$ cat src/sv/scs_pkg.sv
// ----------------------------------------------------------------------------
// scs_pkg
// Shared widths, types and helpers for the swept circle collision test.
// ----------------------------------------------------------------------------
package scs_pkg;

  localparam int CoordBits  = 24;
  localparam int SizeBits   = 23;
  localparam int MaxSteps   = 64;
  localparam int StepBits   = $clog2(MaxSteps + 1);
  localparam int DiffBits   = CoordBits + 1;
  localparam int DivBits    = CoordBits + 2;
  localparam int RadBits    = SizeBits + 1;
  localparam int SqBits     = 2 * RadBits;
  localparam int InBits     = 8 * CoordBits + 4 * SizeBits;
  localparam int InBytes    = (InBits + 7) / 8;
  localparam int OutBytes   = 1;

  typedef logic signed [CoordBits-1:0] coord_t;
  typedef logic        [SizeBits-1:0]  size_t;
  typedef logic signed [DiffBits-1:0]  diff_t;
  typedef logic        [DivBits-1:0]   div_word_t;

  function automatic diff_t sub_ext(coord_t a, coord_t b);
    diff_t ea;
    diff_t eb;
    ea = diff_t'({a[CoordBits-1], a});
    eb = diff_t'({b[CoordBits-1], b});
    return ea - eb;
  endfunction

  function automatic logic [DiffBits-1:0] mag_diff(diff_t v);
    logic [DiffBits-1:0] n;
    n = DiffBits'(-v);
    return v[DiffBits-1] ? n : DiffBits'(v);
  endfunction

endpackage

$ cat src/sv/scs_div.sv
// ----------------------------------------------------------------------------
// scs_div
// Restoring divider, one quotient bit per cycle.
// ----------------------------------------------------------------------------
module scs_div (
  input  logic                 clk_i,
  input  logic                 rst_ni,
  input  logic                 start_i,
  input  scs_pkg::div_word_t   dividend_i,
  input  scs_pkg::div_word_t   divisor_i,
  output logic                 busy_o,
  output logic                 done_o,
  output scs_pkg::div_word_t   quo_o,
  output scs_pkg::div_word_t   rem_o
);

  localparam int W       = scs_pkg::DivBits;
  localparam int CntBits = $clog2(W + 1);

  logic [W-1:0]       quo_q;
  logic [W-1:0]       rem_q;
  logic [W-1:0]       dvs_q;
  logic [CntBits-1:0] cnt_q;
  logic               busy_q;
  logic               done_q;

  logic [W:0]   rem_sh;
  logic         ge;
  logic [W:0]   rem_sub;
  logic [W-1:0] rem_d;

  always_comb begin
    rem_sh  = {rem_q, quo_q[W-1]};
    ge      = rem_sh >= {1'b0, dvs_q};
    rem_sub = rem_sh - {1'b0, dvs_q};
    rem_d   = ge ? rem_sub[W-1:0] : rem_sh[W-1:0];
  end

  always_ff @(posedge clk_i or negedge rst_ni) begin
    if (!rst_ni) begin
      busy_q <= 1'b0;
      done_q <= 1'b0;
      cnt_q  <= '0;
    end else begin
      done_q <= 1'b0;
      if (start_i) begin
        busy_q <= 1'b1;
        cnt_q  <= CntBits'(W);
      end else if (busy_q) begin
        cnt_q <= cnt_q - 1'b1;
        if (cnt_q == CntBits'(1)) begin
          busy_q <= 1'b0;
          done_q <= 1'b1;
        end
      end
    end
  end

  always_ff @(posedge clk_i) begin
    if (start_i) begin
      quo_q <= dividend_i;
      rem_q <= '0;
      dvs_q <= divisor_i;
    end else if (busy_q) begin
      quo_q <= {quo_q[W-2:0], ge};
      rem_q <= rem_d;
    end
  end

  assign busy_o = busy_q;
  assign done_o = done_q;
  assign quo_o  = quo_q;
  assign rem_o  = rem_q;

endmodule

$ cat src/sv/swept_circle_collision_test_core.sv
// The result is ready early when the radius sum is zero, the circles overlap now or the
// motion is small; otherwise the core runs five passes of the 26-step serial divider, then
// works through the n steps (at most 64) on the shared 24x24 multiplier.
// One item at a time; input is taken only when idle, and a stalled output holds the core.
// Reset: rst_ni clears the sequencer and the output valid; no memory to clear.
// ----------------------------------------------------------------------------
// swept_circle_collision_test_core
// Swept circle-circle hit test on a shared multiplier and serial divider.
// ----------------------------------------------------------------------------
module swept_circle_collision_test_core (
  input  logic                               clk_i,
  input  logic                               rst_ni,
  input  logic                               s_axis_tvalid_i,
  output logic                               s_axis_tready_o,
  // self_pos_x, self_pos_y, self_prev_x, self_prev_y, self_width, self_height,
  // other_pos_x, other_pos_y, other_prev_x, other_prev_y, other_width, other_height
  input  logic [8*scs_pkg::InBytes-1:0]      s_axis_tdata_i,
  output logic                               m_axis_tvalid_o,
  input  logic                               m_axis_tready_i,
  // hit, steps_capped
  output logic [8*scs_pkg::OutBytes-1:0]     m_axis_tdata_o
);

  localparam int CB = scs_pkg::CoordBits;
  localparam int SB = scs_pkg::SizeBits;
  localparam int DB = scs_pkg::DiffBits;
  localparam int VB = scs_pkg::DivBits;
  localparam int RB = scs_pkg::RadBits;
  localparam int QB = scs_pkg::SqBits;
  localparam int NB = scs_pkg::StepBits;

  localparam logic [3:0] S_IDLE  = 4'd0;
  localparam logic [3:0] S_RAD   = 4'd1;
  localparam logic [3:0] S_RSQ   = 4'd2;
  localparam logic [3:0] S_RSQW  = 4'd3;
  localparam logic [3:0] S_T0    = 4'd4;
  localparam logic [3:0] S_T1    = 4'd5;
  localparam logic [3:0] S_T2    = 4'd6;
  localparam logic [3:0] S_DSTEP = 4'd7;
  localparam logic [3:0] S_DWAIT = 4'd8;
  localparam logic [3:0] S_DAX   = 4'd9;
  localparam logic [3:0] S_DAXW  = 4'd10;
  localparam logic [3:0] S_STEP  = 4'd11;
  localparam logic [3:0] S_POS   = 4'd12;
  localparam logic [3:0] S_DONE  = 4'd13;

  logic [3:0] state_q, state_d;
  logic       phase_q;
  logic       hit_q;
  logic       cap_q;
  logic [1:0] k_q;
  logic [NB-1:0] step_q;
  logic       m_valid_q;
  logic [1:0] m_data_q;

  scs_pkg::coord_t cur_q  [4];
  scs_pkg::coord_t prev_q [4];
  scs_pkg::size_t  w1_q, h1_q, w2_q, h2_q;
  logic [RB-1:0]   r2_q;
  logic [QB-1:0]   rsq_q;
  logic [QB-1:0]   acc_q;
  logic [QB-1:0]   mul_q;
  scs_pkg::diff_t  tdx_q, tdy_q;
  logic [NB-1:0]   n_q;
  logic [DB-1:0]   qa_q  [4];
  logic [NB-1:0]   rb_q  [4];
  logic [DB-1:0]   aq_q  [4];
  logic [NB-1:0]   ar_q  [4];

  logic s_accept;
  assign s_accept = s_axis_tvalid_i && (state_q == S_IDLE);

  // displacements and motion
  scs_pkg::diff_t    d     [4];
  logic signed [DB:0] msx, msy;
  logic [VB-1:0]     mx, my, mm, two_m, r2_ext;
  logic              motion_big;

  always_comb begin
    for (int k = 0; k < 4; k++) begin
      d[k] = scs_pkg::sub_ext(cur_q[k], prev_q[k]);
    end
    msx    = $signed({d[0][DB-1], d[0]}) + $signed({d[2][DB-1], d[2]});
    msy    = $signed({d[1][DB-1], d[1]}) + $signed({d[3][DB-1], d[3]});
    mx     = msx[DB] ? VB'(-msx) : VB'(msx);
    my     = msy[DB] ? VB'(-msy) : VB'(msy);
    r2_ext = VB'(r2_q);
    motion_big = ({mx[VB-2:0], 1'b0} >= r2_ext) || ({my[VB-2:0], 1'b0} >= r2_ext);
    mm     = (mx > my) ? mx : my;
    two_m  = {mm[VB-2:0], 1'b0};
  end

  // distance test operands
  logic [DB-1:0] abx, aby;
  logic [DB:0]   ax, ay;
  logic          reject;
  logic [QB:0]   sq_sum;
  logic          in_circle;

  always_comb begin
    abx       = scs_pkg::mag_diff(tdx_q);
    aby       = scs_pkg::mag_diff(tdy_q);
    ax        = {abx, 1'b0};
    ay        = {aby, 1'b0};
    reject    = (ax >= (DB+1)'(r2_q)) || (ay >= (DB+1)'(r2_q));
    sq_sum    = {1'b0, acc_q} + {1'b0, mul_q};
    in_circle = sq_sum < {1'b0, rsq_q};
  end

  // shared multiplier
  logic [RB-1:0] mul_a;
  always_comb begin
    if (state_q == S_T0) begin
      mul_a = ax[RB-1:0];
    end else if (state_q == S_T1) begin
      mul_a = ay[RB-1:0];
    end else begin
      mul_a = r2_q;
    end
  end

  always_ff @(posedge clk_i) begin
    mul_q <= mul_a * mul_a;
  end

  // shared divider
  logic                 div_start;
  scs_pkg::div_word_t   div_num, div_den, div_quo, div_rem;
  logic                 div_busy, div_done;
  logic [DB-1:0]        dmag;

  always_comb begin
    dmag      = scs_pkg::mag_diff(d[k_q]);
    div_start = (state_q == S_DSTEP) || (state_q == S_DAX);
    if (state_q == S_DSTEP) begin
      div_num = two_m;
      div_den = r2_ext;
    end else begin
      div_num = VB'(dmag);
      div_den = VB'(n_q);
    end
  end

  scs_div u_div (
    .clk_i      (clk_i),
    .rst_ni     (rst_ni),
    .start_i    (div_start),
    .dividend_i (div_num),
    .divisor_i  (div_den),
    .busy_o     (div_busy),
    .done_o     (div_done),
    .quo_o      (div_quo),
    .rem_o      (div_rem)
  );

  logic steps_over;
  assign steps_over = div_quo >= VB'(scs_pkg::MaxSteps);

  // per-step accumulation
  logic [NB:0]   rsum [4];
  logic          wrap [4];
  always_comb begin
    for (int k = 0; k < 4; k++) begin
      rsum[k] = {1'b0, ar_q[k]} + {1'b0, rb_q[k]};
      wrap[k] = rsum[k] >= {1'b0, n_q};
    end
  end

  // interpolated positions
  logic signed [DB+1:0] ip [4];
  logic signed [DB+1:0] ddx, ddy;
  always_comb begin
    for (int k = 0; k < 4; k++) begin
      ip[k] = $signed({{3{prev_q[k][CB-1]}}, prev_q[k]})
            + (d[k][DB-1] ? -$signed({2'b00, aq_q[k]}) : $signed({2'b00, aq_q[k]}));
    end
    ddx = ip[0] - ip[2];
    ddy = ip[1] - ip[3];
  end

  logic [3:0] fail_next;
  always_comb begin
    if (!phase_q) begin
      fail_next = motion_big ? S_DSTEP : S_DONE;
    end else begin
      fail_next = (step_q == n_q) ? S_DONE : S_STEP;
    end
  end

  logic out_free;
  assign out_free = !m_valid_q || m_axis_tready_i;

  always_comb begin
    state_d = state_q;
    unique case (state_q)
      S_IDLE:  if (s_accept) state_d = S_RAD;
      S_RAD:   state_d = S_RSQ;
      S_RSQ:   state_d = (r2_q == '0) ? S_DONE : S_RSQW;
      S_RSQW:  state_d = S_T0;
      S_T0:    state_d = reject ? fail_next : S_T1;
      S_T1:    state_d = S_T2;
      S_T2:    state_d = in_circle ? S_DONE : fail_next;
      S_DSTEP: state_d = S_DWAIT;
      S_DWAIT: if (div_done) state_d = S_DAX;
      S_DAX:   state_d = S_DAXW;
      S_DAXW:  if (div_done) state_d = (k_q == 2'd3) ? S_STEP : S_DAX;
      S_STEP:  state_d = S_POS;
      S_POS:   state_d = S_T0;
      S_DONE:  if (out_free) state_d = S_IDLE;
      default: state_d = S_IDLE;
    endcase
  end

  always_ff @(posedge clk_i or negedge rst_ni) begin
    if (!rst_ni) begin
      state_q   <= S_IDLE;
      phase_q   <= 1'b0;
      hit_q     <= 1'b0;
      cap_q     <= 1'b0;
      k_q       <= '0;
      step_q    <= '0;
      m_valid_q <= 1'b0;
    end else begin
      state_q <= state_d;
      if (state_q == S_DONE && out_free) begin
        m_valid_q <= 1'b1;
      end else if (m_axis_tready_i) begin
        m_valid_q <= 1'b0;
      end
      unique case (state_q)
        S_IDLE: begin
          if (s_accept) begin
            phase_q <= 1'b0;
            hit_q   <= 1'b0;
            cap_q   <= 1'b0;
          end
        end
        S_T2:    if (in_circle) hit_q <= 1'b1;
        S_DWAIT: begin
          if (div_done) begin
            cap_q  <= steps_over;
            k_q    <= '0;
            step_q <= '0;
          end
        end
        S_DAXW:  if (div_done) k_q <= k_q + 1'b1;
        S_STEP:  step_q <= step_q + 1'b1;
        S_POS:   phase_q <= 1'b1;
        default: ;
      endcase
    end
  end

  always_ff @(posedge clk_i) begin
    if (s_accept) begin
      cur_q[0]  <= s_axis_tdata_i[0*CB +: CB];
      cur_q[1]  <= s_axis_tdata_i[1*CB +: CB];
      prev_q[0] <= s_axis_tdata_i[2*CB +: CB];
      prev_q[1] <= s_axis_tdata_i[3*CB +: CB];
      w1_q      <= s_axis_tdata_i[4*CB +: SB];
      h1_q      <= s_axis_tdata_i[4*CB + SB +: SB];
      cur_q[2]  <= s_axis_tdata_i[4*CB + 2*SB +: CB];
      cur_q[3]  <= s_axis_tdata_i[5*CB + 2*SB +: CB];
      prev_q[2] <= s_axis_tdata_i[6*CB + 2*SB +: CB];
      prev_q[3] <= s_axis_tdata_i[7*CB + 2*SB +: CB];
      w2_q      <= s_axis_tdata_i[8*CB + 2*SB +: SB];
      h2_q      <= s_axis_tdata_i[8*CB + 3*SB +: SB];
    end
    if (state_q == S_RAD) begin
      r2_q  <= {1'b0, (w1_q > h1_q) ? w1_q : h1_q} + {1'b0, (w2_q > h2_q) ? w2_q : h2_q};
      tdx_q <= scs_pkg::sub_ext(cur_q[0], cur_q[2]);
      tdy_q <= scs_pkg::sub_ext(cur_q[1], cur_q[3]);
    end
    if (state_q == S_RSQW) rsq_q <= mul_q;
    if (state_q == S_T1)   acc_q <= mul_q;
    if (state_q == S_DWAIT && div_done) begin
      n_q <= steps_over ? NB'(scs_pkg::MaxSteps) : div_quo[NB-1:0] + 1'b1;
    end
    if (state_q == S_DAXW && div_done) begin
      qa_q[k_q] <= div_quo[DB-1:0];
      rb_q[k_q] <= div_rem[NB-1:0];
      aq_q[k_q] <= '0;
      ar_q[k_q] <= '0;
    end
    if (state_q == S_STEP) begin
      for (int k = 0; k < 4; k++) begin
        ar_q[k] <= wrap[k] ? NB'(rsum[k] - {1'b0, n_q}) : rsum[k][NB-1:0];
        aq_q[k] <= aq_q[k] + qa_q[k] + DB'(wrap[k]);
      end
    end
    if (state_q == S_POS) begin
      tdx_q <= ddx[DB-1:0];
      tdy_q <= ddy[DB-1:0];
    end
    if (state_q == S_DONE && out_free) begin
      m_data_q <= {cap_q, hit_q};
    end
  end

  assign s_axis_tready_o = (state_q == S_IDLE);
  assign m_axis_tvalid_o = m_valid_q;
  assign m_axis_tdata_o  = {{(8*scs_pkg::OutBytes-2){1'b0}}, m_data_q};

`ifndef ASSERT_OFF
  a_step_in_range: assert property (@(posedge clk_i) disable iff (!rst_ni)
    (state_q == S_STEP) |-> (step_q < n_q))
    else $error("step count ran past the subdivision count");

  a_rem_below_n: assert property (@(posedge clk_i) disable iff (!rst_ni)
    (state_q == S_POS) |-> (ar_q[0] < n_q && ar_q[1] < n_q && ar_q[2] < n_q && ar_q[3] < n_q))
    else $error("interpolation remainder not below step count");

  a_div_active: assert property (@(posedge clk_i) disable iff (!rst_ni)
    (state_q == S_DWAIT || state_q == S_DAXW) |-> (div_busy || div_done))
    else $error("waiting on an idle divider");
`endif

endmodule
$ cat config.mk
export PLATFORM = sky130hd
export DESIGN_NAME = swept_circle_collision_test_core
export DESIGN_NICKNAME = d
export VERILOG_FILES = /design/src/sv/scs_pkg.sv /design/src/sv/scs_div.sv /design/src/sv/swept_circle_collision_test_core.sv
export SDC_FILE = /design/constraint.sdc
export NUM_CORES = 2
export LEC_CHECK = 0
export ABC_AREA = 1
export BUFFER_PORTS_ARGS = -buffer_cell sky130_fd_sc_hd__buf_2
export CELL_PAD_IN_SITES_DETAIL_PLACEMENT = 0
export CELL_PAD_IN_SITES_GLOBAL_PLACEMENT = 2
export CORE_MARGIN = 2
export CORE_UTILIZATION = 40
export DETAILED_ROUTE_END_ITERATION = 8
export PLACE_DENSITY = 0.87
export SETUP_SLACK_MARGIN = 0.1
export SLEW_MARGIN = 20
export SYNTH_ARGS = -nofsm -noshare
export SYNTH_HDL_FRONTEND = slang
export SYNTH_SLANG_ARGS = --single-unit
$ cat constraint.sdc
create_clock -name clk_i -period 11.9 [get_ports clk_i]
set_input_delay 2.38 -clock clk_i [delete_from_list [all_inputs] [get_ports clk_i]]
set_output_delay 2.38 -clock clk_i [all_outputs]
set_load 0.05 [all_outputs]
### After elaboration in Yosys (flattened, before gate mapping)

Memory sizes are Yosys's and may differ from the RTL's.
Index checks and enable logic that the tools add are counted.

| cells by class | value |
|---|---|
| add/subtract/negate cells | 46 |
| multiply operators | 1 |
| $lt $le $gt $ge | 15 |
| equality and inequality tests | 21 |
| muxes and demuxes | 75 |
| bitwise logic cells | 1 |
| reduce and logical (&&, ||, !) cells | 28 |

Operators with widths:

| operator | count |
|---|---|
| $mux W25 | 15 |
| $neg A25 Y25 | 7 |
| $mux W26 | 6 |
| $sub A24 B24 Y25 | 6 |
| $ge A26 B24 Y1 | 4 |
| $add A24 B25 Y25 | 4 |
| $add A25 B1 Y25 | 4 |
| $add A25 B25 Y25 | 4 |
| $add A25 B25 Y26 | 2 |
| $neg A26 Y26 | 2 |
| $pmux W4 S13 | 1 |
| $bmux W25 S2 | 1 |
| $sub A25 B25 Y25 | 2 |
| $add A48 B48 Y49 | 1 |
| $lt A49 B48 Y1 | 1 |
| $mux W7 | 7 |
| $mul A24 B24 Y48 | 1 |
| $mux W24 | 2 |
| $gt A23 B23 Y1 | 2 |
| $mux W23 | 2 |
| $mux W4 | 9 |
| $add A7 B7 Y8 | 4 |
| $ge A8 B7 Y1 | 4 |
| $sub A7 B7 Y7 | 4 |
| 38 further kinds | 92 |

| word-level totals | value |
|---|---|
| register bits after elaboration | 421 |
| memory bits (writable) | 448 |
| input port bits | 292 |
| output and inout bits | 10 |
| logic and storage cells | 219 |
| memories | 6 |

Memory list:

| memory | depth | bits a word | rd ports | clocked after memory_dff | wr ports | RTL line | text |
|---|---|---|---|---|---|---|---|
| aq_q | 4 | 25 | 4 | 0 | 4 | swept_circle_collision_test_core.sv:67 | `logic [DB-1:0] aq_q [4];` |
| qa_q | 4 | 25 | 4 | 0 | 1 | swept_circle_collision_test_core.sv:65 | `logic [DB-1:0] qa_q [4];` |
| cur_q | 4 | 24 | 4 | 0 | 4 | swept_circle_collision_test_core.sv:56 | `scs_pkg::coord_t cur_q [4];` |
| prev_q | 4 | 24 | 4 | 0 | 4 | swept_circle_collision_test_core.sv:57 | `scs_pkg::coord_t prev_q [4];` |
| ar_q | 4 | 7 | 4 | 0 | 4 | swept_circle_collision_test_core.sv:68 | `logic [NB-1:0] ar_q [4];` |
| rb_q | 4 | 7 | 4 | 0 | 1 | swept_circle_collision_test_core.sv:66 | `logic [NB-1:0] rb_q [4];` |

### Logic depth before layout (Yosys ltp)

An unclocked memory read counts as a cell.

| depth | value |
|---|---|
| depth in word-level cells | 11 |
| mapped depth | 51 |
| mapped depth without buffers | 49 |

### Hierarchy

A second synthesis with hierarchy kept.

| second synthesis, totals | value |
|---|---|
| cells, all modules | 9988 |
| area, all modules | 83254.8 um^2 |

By module, submodules not included:

| module | times used | cells an instance | area each (um^2) |
|---|---|---|---|
| swept_circle_collision_test_core | 1 | 9198 | 77644.5 |
| scs_div | 1 | 790 | 5610.4 |

### Worst setup path before layout

Ideal clock, no wire load.

| timing path | value |
|---|---|
| kind | register to register |
| start | reg state_q[0] |
| end | reg mul_q[44] |
| setup time | 0.120 ns |
| arrival time | 8.684 ns |
| setup slack | 3.097 ns |
| cell stages (with the launch flop) | 33 |
| cell sequence | dfrtp_1 inv_2 nor2_1 inv_1 nor2_1 clkbuf_1 o211ai_1 o21ai_1 clkbuf_1 nor2_1 fa_1 fa_1 fa_1 inv_1 fa_1 inv_1 fa_1 inv_1 fa_1 inv_1 fa_1 ha_1 a21oi_1 o21a_1 a21boi_0 o21ai_0 a21oi_1 o221ai_1 a21oi_1 nor2_1 nand2_1 nand3_1 xor2_1 |

| between the ends | value |
|---|---|
| longest elaborated chain between the ends | 4 |
| elaborated cells on any way between the ends | 5 |

RTL lines:

| element | RTL line | text |
|---|---|---|
| start: declaration | swept_circle_collision_test_core.sv:47 | `logic [3:0] state_q, state_d;` |
| start signal: assignment | swept_circle_collision_test_core.sv:224 | `state_q <= state_d;` |
| $eq A4 B3 Y1 | swept_circle_collision_test_core.sv:115 | `end else if (state_q == S_T1) begin` |
| $mux W24 | swept_circle_collision_test_core.sv:115 |  |
| $mux W24 * | swept_circle_collision_test_core.sv:113 | `if (state_q == S_T0) begin` |
| $mul A24 B24 Y48 * | swept_circle_collision_test_core.sv:123 | `mul_q <= mul_a * mul_a;` |
| end signal: assignment | swept_circle_collision_test_core.sv:123 |  |
| end: declaration | swept_circle_collision_test_core.sv:62 | `logic [QB-1:0] mul_q;` |

Every way passes the cells marked *; elsewhere a longest branch is shown, timed or not.
A chain may end at the register's enable or synchronous reset.

### Final worst setup path

| timing path | value |
|---|---|
| start | reg tdy_q[0] |
| end | reg mul_q[44] |

| between the ends | value |
|---|---|
| longest elaborated chain between the ends | 5 |

RTL lines:

| element | RTL line | text |
|---|---|---|
| start: declaration | swept_circle_collision_test_core.sv:63 | `scs_pkg::diff_t tdx_q, tdy_q;` |
| start signal: assignment | swept_circle_collision_test_core.sv:272 | `tdy_q <= scs_pkg::sub_ext(cur_q[1], cur_q[3]);` |
| start signal: assignment | swept_circle_collision_test_core.sv:293 | `tdy_q <= ddy[DB-1:0];` |
| $neg A25 Y25 | scs_pkg.sv:34 | `n = DiffBits'(-v);` |
| $mux W25 * | scs_pkg.sv:35 | `return v[DiffBits-1] ? n : DiffBits'(v);` |
| $mux W24 * | swept_circle_collision_test_core.sv:115 |  |
| $mux W24 * | swept_circle_collision_test_core.sv:113 |  |
| $mul A24 B24 Y48 * | swept_circle_collision_test_core.sv:123 |  |

Marked as above.

==> reports/qor.yml <==
status:
  status: "complete, no violations"
floorplan:
  die_w_um: 461
  dieArea_um2: 213000
  start_util: 0.403
  die_h_um: 461
  fp-row-count: 167
  num_io_pins: 302
  core_area_um2: 207000
place:
  io_buffers: 291
  routabilityCongestion: 1.03
  placed_area_um2: 88600
  dp_hpwl_um: 242000
  dp_cells: 13097
timing:
  period_minus_slack_ps: 9960
  rsz0062_at_grt: "false"
  fin_skew_ps: 46.7
  fin_crit_sh: 0.837
  hold_viol: 0
  slew_headroom: 0.212
  fmax_mhz: 100
  tightest_slew_ps: 1180
  finalMaxSlewViolations: 0
  tns_ps: 0
  setup_viol: 0
  whs_ps: 467
drt:
  drc: 0
  ant_nets: 0
  routed_wl_um: 293000
  drt-wirelength-per-cell_um: 22.0
  via_per_inst: 5.30
  first_pass_iters: 6
  drtIter0Drc: 6428
  vias: 70554
worst_setup_path:
  startpoint_type: "register"
  timing.rr.start: "tdy_q[0]"
  path_class: "register to register"
  path_max_fanout: 18
  endpoint_kind: "register"
  required_ps: 12560
  crit_family: "adder cells"
  worstPathArrival_ps: 10620
  cp-startpoint: "tdy_q[0]"
  slowest_stage: "clkinv_1"
  max_stage_delay_ps: 1020
  path_buf_inv: 8
finish:
  syn2layout_area_growth_pct: 10.4
  final_cells: 13300
  drive_above_1_share: 0.0676
  nFillCells: 20486
  final_area_um2: 92300
  multi_input_area_um2: 51200
  regArea_um2: 25100
  final_common_cell: "inv_1"
  layout_common_cells: "inv_1 (1,816), nand2_1 (1,763), nor2_1 (973)"
  nets: 12133
hold_path:
  min-delay-start: "mul_q[0]"
  hp-class: "register to register"
grt:
  track_usage: 0.274
  grt_pass1_vias: 69410
  grt.overflow.total: 0
  grt_start_max_net_pins: 130
  antenna_found_initial: 11
  grt_pass1_wl_um: 435000
synth:
  netlist_instances: 10092
  ys.flop_type: "edfxtp_1"
  synth.distinct_cells: 86
  synth_area_um2: 83700
  ys.warnings.count: 0
  yosysSeqAreaShare: 0.300
  postSynthAreaPerCell_um2: 8.29
  yosys_register_bits: 864
  synth_edf_count: 767
  async_flop_share: 0.0278
clocking:
  clock_latency_ps: 800
  cts.repair.resized: 0
  cts-root-buf: "clkbuf_16"
  cts_tree: "done"
  cts_hold_buf: 0
  cts_setup_buffers: 0
  cts_max_level: 3
  cts.sinks: 864
  cts-buffers-inserted: 104
  max-clock-path-buffers: 3
  path_clk_slew_ps: 80
job:
  maxCapViolCount: 0
-- through the flow --
stage          worst slack [ps]   util
3_5_place_dp               2080  0.427
2_1_floorplan              3100      -
6_report                   1940  0.445
3_3_place_gp               2100  0.427
4_1_cts                    2030  0.445
5_1_grt                    1210  0.445
-- cell type report --
class                      count  area share
multi-input combinational   7243       0.554
tap                         2788      0.0378
clock inverter                70     0.00985
sequential                   864       0.272
inverter                    1848      0.0753
antenna                        9    0.000244
clock buffer                 124      0.0301
timing repair buffer         354      0.0210
-- synthesized netlist by cell type (27+ instances only) --
master / count / share of area
inv_1: 1820 / 0.082
nand2_1: 1764 / 0.079
nor2_1: 984 / 0.044
ha_1: 881 / 0.13
a21oi_1: 863 / 0.052
edfxtp_1: 767 / 0.28
fa_1: 545 / 0.13
o21ai_0: 447 / 0.027
nand3_1: 386 / 0.023
xor2_1: 300 / 0.031
xnor2_1: 152 / 0.016
nand4_1: 128 / 0.0096
nor3_1: 112 / 0.0067
clkbuf_1: 97 / 0.0044
o21ai_1: 79 / 0.0047
dfxtp_1: 73 / 0.017
a31oi_1: 69 / 0.0052
o21a_1: 49 / 0.0044
o21bai_1: 41 / 0.0037
nor4_1: 37 / 0.0028
o211ai_1: 36 / 0.0032
a211oi_1: 30 / 0.0027
nand2_2: 27 / 0.0020
-- state kept, by name (all words and copies together) (netlist names), 26 cells and up --
name,count
mul_q,47
ar_q,28
cur_q,96
acc_q,47
aq_q,100
qa_q,100
u_div.quo_o,26
rsq_q,47
prev_q,96
rb_q,28
u_div.rem_o,26
-- per-layer routing --
layer  up-vias  wire length (µm)  GRT usage
li1      33891                 -          -
met4         2             10500     0.0912
met3       318             18600     0.0326
met5         -                16          0
met1     34054            135000      0.393
met2      2289            128000      0.428
-- path summary, 6_finish.rpt --
kind | endpoint | slack [ps] | cells past startpoint
worst min register to register | rsq_q[0] | 470 | 0
max in group asynchronous | hit_q | 9680 | 1
worst max-delay path | mul_q[44] | 1940 | 34
min in group asynchronous | step_q[6] | 1680 | 1
worst max register to register | mul_q[44] | 1940 | 34
worst min-delay path | rsq_q[0] | 470 | 0
-- cell families (layout without fill, tap and decap cells) --
group	after synthesis	count (layout)	share of synthesized area
AO/OA/AOI/OAI	1770	1770	0.118
XOR/XNOR	462	462	0.0493
adder cells (fa/ha/maj)	1426	1426	0.262
buffers and inverters	1990	2396	0.0905
flip-flops	864	864	0.300
multiplexers	2	2	0.000239
other	1	15	0.0000448
AND/OR/NAND/NOR	3577	3577	0.180
Power is not shown: default switching activity piles up to over one toggle a cycle in this logic, so the estimate is an artifact.
